===== src/bdc_pkg.sv =====
// Shared types and constants for the button debounce and click classifier.
package bdc_pkg;

  localparam int TIME_BITS_DEFAULT = 32;

  localparam int NOW_W = 32;
  localparam int CFG_W = 16;
  localparam int CFG_INDEX_W = 2;

  localparam logic [CFG_W-1:0] DEBOUNCE_RESET = 16'd25;
  localparam logic [CFG_W-1:0] DOUBLE_GAP_RESET = 16'd350;

  localparam logic [CFG_INDEX_W-1:0] REG_DEBOUNCE = 2'd0;
  localparam logic [CFG_INDEX_W-1:0] REG_DOUBLE_GAP = 2'd1;

  localparam logic [1:0] CLICKS_DOUBLE = 2'd2;
  localparam logic [1:0] CLICKS_ONE = 2'd1;

  typedef enum logic [1:0] {
    EV_NONE   = 2'd0,
    EV_SINGLE = 2'd1,
    EV_DOUBLE = 2'd2
  } event_kind_t;

  typedef struct packed {
    logic       debounced_down;
    logic       holds_tone;
    logic [1:0] click_count;
  } flags_t;

  typedef struct packed {
    event_kind_t kind;
    logic        tone_start;
    logic        tone_stop;
    logic        key_down;
  } result_t;

endpackage


===== src/button_debounce_click_classifier.sv =====
// Top level of the button debounce and single/double click classifier.
// A beat accepted into the input register moves on to the result register when the output does not stall.
// Throughput: one beat per cycle while the output is not stalled; the input and result registers stall together.
// The block state is updated as a sample moves from the input to the result register.
// Reset clears all key state, the click count and both time marks,
// and loads debounce 25 ms and double-click gap 350 ms.
module button_debounce_click_classifier #(
  parameter int TIME_BITS = bdc_pkg::TIME_BITS_DEFAULT
) (
  input  logic                            clk,
  input  logic                            rst,
  input  logic                            in_valid,
  output logic                            in_stall,
  input  logic [bdc_pkg::NOW_W-1:0]       now_ms,
  input  logic                            raw_down,
  input  logic                            tone_free,
  output logic                            out_valid,
  input  logic                            out_stall,
  output logic [1:0]                      event_kind,
  output logic [bdc_pkg::NOW_W-1:0]       event_time_ms,
  output logic                            tone_start,
  output logic                            tone_stop,
  output logic                            key_down,
  input  logic                            cfg_valid,
  output logic                            cfg_ready,
  input  logic [bdc_pkg::CFG_INDEX_W-1:0] cfg_index,
  input  logic [bdc_pkg::CFG_W-1:0]       cfg_data
);

  logic [bdc_pkg::CFG_W-1:0] debounce_time;
  logic [bdc_pkg::CFG_W-1:0] click_gap;

  logic                      s1_valid;
  logic [bdc_pkg::NOW_W-1:0] s1_now;
  logic                      s1_raw;
  logic                      s1_free;

  bdc_pkg::flags_t      flags;
  bdc_pkg::flags_t      flags_next;
  logic [TIME_BITS-1:0] last_edge_time;
  logic [TIME_BITS-1:0] last_edge_time_next;
  logic [TIME_BITS-1:0] last_release_time;
  logic [TIME_BITS-1:0] last_release_time_next;

  bdc_pkg::result_t     step_result;
  bdc_pkg::result_t     result;
  logic [bdc_pkg::NOW_W-1:0] result_time;

  logic advance;
  logic fire;

  assign advance = !out_valid || !out_stall;
  assign fire = s1_valid && advance;
  assign in_stall = s1_valid && !advance;
  assign cfg_ready = 1'b1;

  bdc_step #(
    .TIME_BITS(TIME_BITS)
  ) u_step (
    .now                   (TIME_BITS'(s1_now)),
    .raw_down              (s1_raw),
    .tone_free             (s1_free),
    .debounce_time         (debounce_time),
    .click_gap             (click_gap),
    .flags                 (flags),
    .last_edge_time        (last_edge_time),
    .last_release_time     (last_release_time),
    .flags_next            (flags_next),
    .last_edge_time_next   (last_edge_time_next),
    .last_release_time_next(last_release_time_next),
    .result                (step_result)
  );

  always_ff @(posedge clk) begin
    if (rst) begin
      debounce_time <= bdc_pkg::DEBOUNCE_RESET;
      click_gap <= bdc_pkg::DOUBLE_GAP_RESET;
    end else if (cfg_valid && cfg_ready) begin
      if (cfg_index == bdc_pkg::REG_DEBOUNCE) begin
        debounce_time <= cfg_data;
      end else if (cfg_index == bdc_pkg::REG_DOUBLE_GAP) begin
        click_gap <= cfg_data;
      end
    end
  end

  always_ff @(posedge clk) begin
    if (rst) begin
      s1_valid <= 1'b0;
    end else if (!in_stall) begin
      s1_valid <= in_valid;
    end
    if (!in_stall && in_valid) begin
      s1_now <= now_ms;
      s1_raw <= raw_down;
      s1_free <= tone_free;
    end
  end

  always_ff @(posedge clk) begin
    if (rst) begin
      flags <= '0;
      last_edge_time <= '0;
      last_release_time <= '0;
    end else if (fire) begin
      flags <= flags_next;
      last_edge_time <= last_edge_time_next;
      last_release_time <= last_release_time_next;
    end
  end

  always_ff @(posedge clk) begin
    if (rst) begin
      out_valid <= 1'b0;
    end else if (advance) begin
      out_valid <= s1_valid;
    end
    if (fire) begin
      result <= step_result;
      result_time <= s1_now;
    end
  end

  assign event_kind = result.kind;
  assign event_time_ms = result_time;
  assign tone_start = result.tone_start;
  assign tone_stop = result.tone_stop;
  assign key_down = result.key_down;

endmodule


===== src/bdc_step.sv =====
// Next-state and result logic for one poll sample of the click classifier.
module bdc_step #(
  parameter int TIME_BITS = bdc_pkg::TIME_BITS_DEFAULT
) (
  input  logic [TIME_BITS-1:0]     now,
  input  logic                     raw_down,
  input  logic                     tone_free,
  input  logic [bdc_pkg::CFG_W-1:0] debounce_time,
  input  logic [bdc_pkg::CFG_W-1:0] click_gap,
  input  bdc_pkg::flags_t          flags,
  input  logic [TIME_BITS-1:0]     last_edge_time,
  input  logic [TIME_BITS-1:0]     last_release_time,
  output bdc_pkg::flags_t          flags_next,
  output logic [TIME_BITS-1:0]     last_edge_time_next,
  output logic [TIME_BITS-1:0]     last_release_time_next,
  output bdc_pkg::result_t         result
);

  logic [TIME_BITS-1:0] edge_elapsed;
  logic [TIME_BITS-1:0] release_elapsed;
  logic                 edge_ok;

  assign edge_elapsed = now - last_edge_time;
  assign edge_ok = (raw_down != flags.debounced_down) &&
                   (edge_elapsed >= TIME_BITS'(debounce_time));

  always_comb begin
    flags_next = flags;
    last_edge_time_next = last_edge_time;
    last_release_time_next = last_release_time;
    result.kind = bdc_pkg::EV_NONE;
    result.tone_start = 1'b0;
    result.tone_stop = 1'b0;
    if (edge_ok) begin
      flags_next.debounced_down = raw_down;
      last_edge_time_next = now;
      if (raw_down) begin
        flags_next.holds_tone = tone_free;
        result.tone_start = tone_free;
      end else begin
        if (flags.holds_tone) begin
          result.tone_stop = 1'b1;
          flags_next.holds_tone = 1'b0;
        end
        last_release_time_next = now;
        flags_next.click_count = flags.click_count + 2'd1;
        if (flags_next.click_count >= bdc_pkg::CLICKS_DOUBLE) begin
          result.kind = bdc_pkg::EV_DOUBLE;
          flags_next.click_count = '0;
        end
      end
    end
    release_elapsed = now - last_release_time_next;
    if (flags_next.click_count == bdc_pkg::CLICKS_ONE && !flags_next.debounced_down &&
        release_elapsed >= TIME_BITS'(click_gap)) begin
      result.kind = bdc_pkg::EV_SINGLE;
      flags_next.click_count = '0;
    end
    result.key_down = flags_next.debounced_down;
  end

endmodule


===== config.mk =====
export PLATFORM = sky130hd
export DESIGN_NAME = button_debounce_click_classifier
export DESIGN_NICKNAME = d
export VERILOG_FILES = /design/src/bdc_pkg.sv /design/src/button_debounce_click_classifier.sv /design/src/bdc_step.sv
export SDC_FILE = /design/constraint.sdc
export NUM_CORES = 1
export LEC_CHECK = 0
export ABC_AREA = 1
export ABC_CLOCK_PERIOD_IN_PS = 8300
export BUFFER_PORTS_ARGS = -buffer_cell sky130_fd_sc_hd__buf_4
export CORE_UTILIZATION = 30
export CTS_BUF_LIST = sky130_fd_sc_hd__clkbuf_4
export DETAILED_ROUTE_END_ITERATION = 12
export HOLD_SLACK_MARGIN = 0.1
export PLACE_DENSITY = 0.58
export RECOVER_POWER = 100
export SETUP_SLACK_MARGIN = 0.5
export SKIP_LAST_GASP = 1
export SYNTH_ARGS = -nofsm -noshare
export SYNTH_HDL_FRONTEND = slang
export SYNTH_SLANG_ARGS = --single-unit
export TNS_END_PERCENT = 20

===== constraint.sdc =====
create_clock -name clk -period 8.3 [get_ports clk]
set_input_delay 0.83 -clock clk [delete_from_list [all_inputs] [get_ports clk]]
set_output_delay 0.83 -clock clk [all_outputs]
set_load 0.05 [all_outputs]

==> metrics.txt <==
Worst setup SP type=register; Static Leakage=about 6.4 nW; Syn Inst Count=approximately 1600; routability cong.=0.9243; final hold violations=0; share of the synthesized area in the top cell type=18.26%; worst endpoint required time=8.70 ns; WHS=0.4086 ns; H-tree level count=4; Die X-Extent=199.3 µm; CTS Root Cell=clkbuf_4; Switch Pwr=around 0.00086 W; worst hold path class=primary input to register; global-route wire length before repair=53.61 mm; antenna violations before repair=2; CP max stage delay=0.52 ns; number of library cell types mapped by synthesis=47; placed cells=2180; drt first pass iters=5; hold_sp=raw_down; Main synth FF type=dfxtp_1; Worst path slowest cell=edfxtp_1; RSZ-0062 raised after global routing=no; Routed Antenna Nets=0; Cell Pwr Density=roughly 170 nW/µm²; most common cell in the synthesized netlist=nand2_1; clock latency on the worst-skew pair=just over 0.6 ns; asr flop ratio synth=0%; Final HPWL DP=27.38 mm; Worst R2R Start=s1_now[9]; flop-to-flop setup slack=0.94 ns; FMAX=0.1359 GHz; #FFs+latches synth=173; Avg Cell Area, Syn=7.282 µm²; num rows=71; Worst-Margin Slew=3.978 ns; Crit Path Max Fanout=12; TritonCTS Buffers=17; Synth Cell Area=11670 µm²; critical path class=register to register; Port Buffer Count=95; Clk network pwr share=around 24%; end of the worst register-to-register path=event_kind[0]; minimum clock period=7.357 ns; worst vdd ir=0.08324 mV; WHS Path Cells=1; grt ovf=0; Clock Sinks=approximately 170; clock transition at the registers of the reported paths=approximately 0.17 ns; Area Growth Syn to Fin=12.74%; Max Slew Vio Count=247; period utilisation layout=88.64%; Starting Density=30.70%; most area-hungry cell type in the Yosys netlist=edfxtp_1; failing checks=capacitance limit, slew limit; Core ar.=38020 µm²; Tot GR Track Use=17.84%; final setup TNS=0 ns; Final Non-Filler Cells=2224; yosys synthesis warning count=0; drt total wl=around 35 mm; final setup fails=0; vias=10372; die area=39700 µm²; Hold Path Sink=s1_raw; status=finished, violations left; Synth area leaders=edfxtp_1, dfxtp_1, nand2_1, ha_1, inv_1; Wirelength per Cell=15.60 µm; Critical Path Sink Type=register; most frequent CP cell=nand2_1; sequential share of power=42.5%; CTS tree=yes; Die H=between 150 and 200 µm; layout cells sized above 1=10.05%; Seq/Total Area, Yosys=35.76%; combinational fraction of design power=33.2%; DR vias/cell=roughly 4.7; vias in the first global route=between 9000 and 10000; DRC=0; fin nets=1850; total internal power=0.001428 W; max cap viols=4; number of synthesized flops with an enable pin=71; # IOs=a little under 100; Max Buffers Root-to-Sink=2; commonest cells in the synthesized netlist=nand2_1, inv_1, a21oi_1; largest net degree at the start of global routing=90; WP data arrival=7.75 ns; drt initial violations=593; reg2reg path depth=47; sw frac=37.62%; Max-slew headroom=-165.2%; Mapped Nets=1754; Fin Clk Skew=0.02839 ns
==> area by class of cell <==
type / instances / area (µm²)
Clock buffer: 19 / 142.6
Antenna cell: 1 / 2.502
Sequential cell: 173 / 4174
Timing Repair Buffer: 111 / 634.4
Inverter: 310 / 1165
Tap cell: 511 / 639.4
Multi-Input combinational cell: 1086 / 6227
Fill cell: 4157 / 24860
Clock inverter: 13 / 176.4
==> placed cells by master (no fill, tap or decap), types with 15 or more instances in the layout <==
cell      instances
a21oi_1         127
buf_4            28
clkbuf_1         53
clkbuf_4         49
dfxtp_1         102
edfxtp_1         71
ha_1             89
inv_1           290
mux2i_1          24
nand2_1         415
nand2_2          15
nand3_1          58
nand4_1          18
nor2_1           98
o211ai_1         34
o21ai_0          82
xor2_1           23
==> power groups by stage <==
stage                     sequential (W)  clock [W]  combinational [W]
after floorplan                  0.00101          0           0.000525
after global placement          0.000991          0           0.000748
after detailed placement        0.000992          0           0.000755
after CTS                       0.000973   0.000575           0.000759
after global routing            0.000978   0.000604           0.000858
final                           0.000972   0.000558           0.000759
==> sequential cells by signal (all words and copies together) (netlist names), 2 cells and up <==
name               cells
s1_now                32
last_edge_time        32
last_release_time     32
click_gap             16
flags                  4
event_time_ms         32
event_kind             2
debounce_time         16
==> stage by stage <==
step	setup slack [ns]	power [W]	area, µm²	utilization, %
2_1_floorplan	1.446	0.001531	11670	-
3_3_place_gp	0.8502	0.001739	12930	34.02
3_5_place_dp	0.8254	0.001747	12930	34.02
4_1_cts	0.7955	0.002307	13250	34.86
5_1_grt	0.2889	0.002440	13160	34.62
6_report	0.9430	0.002290	13160	34.62
==> worst max path at each step <==
| stage | from | endpoint | slack (ns) | cells past startpoint |
|---|---|---|---|---|
| floorplan | s1_now[11] | event_kind[0] | 1.45 | 50 |
| global route | s1_now[9] | flags[0] | 0.29 | 48 |
| detailed placement | s1_now[1] | event_kind[0] | 0.83 | 47 |
| finish | s1_now[9] | event_kind[0] | 0.94 | 47 |
| CTS | s1_now[10] | event_kind[0] | 0.80 | 46 |
| global placement | s1_now[10] | event_kind[0] | 0.85 | 46 |
==> timing repair <==
action	in CTS	in global routing
buffers inserted	0	11
setup endpoints to repair	0	3
hold buffers	0	0
resized for setup	0	12
==> critical path: cells and delay by family, from the launching register on <==
| kind | cells | cell delay, ns |
|---|---|---|
| AOI/OAI and AO/OA | 12 | 2.08 |
| xor gates and xnor gates | 2 | 0.37 |
| adders and majority gates | 4 | 1.42 |
| buffers and inverters | 3 | 0.24 |
| DFF | 1 | 0.52 |
| and+or+nand+nor | 26 | 2.48 |
==> routing by layer <==
metal  global-route usage (%)  routed length [µm]  up-vias  share of wire [%]
li1                         -                   -     5352                  -
met1                    22.77               15990     4749                 46
met2                    30.06               16370      209                 47
met3                    2.616                1237       62                3.6
met4                    7.151                1093        0                3.2
met5                        0                   0        -                  0
==> cell families (layout without fill, tap and decap cells) <==
logic type,count (synthesis),after routing,share of synthesized area [%]
compound gates,272,272,13.22
other cells,1,2,0.03212
mux,24,24,2.058
buf+inv,344,453,11.24
xor+xnor,30,30,2.251
fa+ha+maj,94,94,10.20
simple gates,665,665,25.24
flops,173,173,35.76
(Power assumes the default switching activity.)
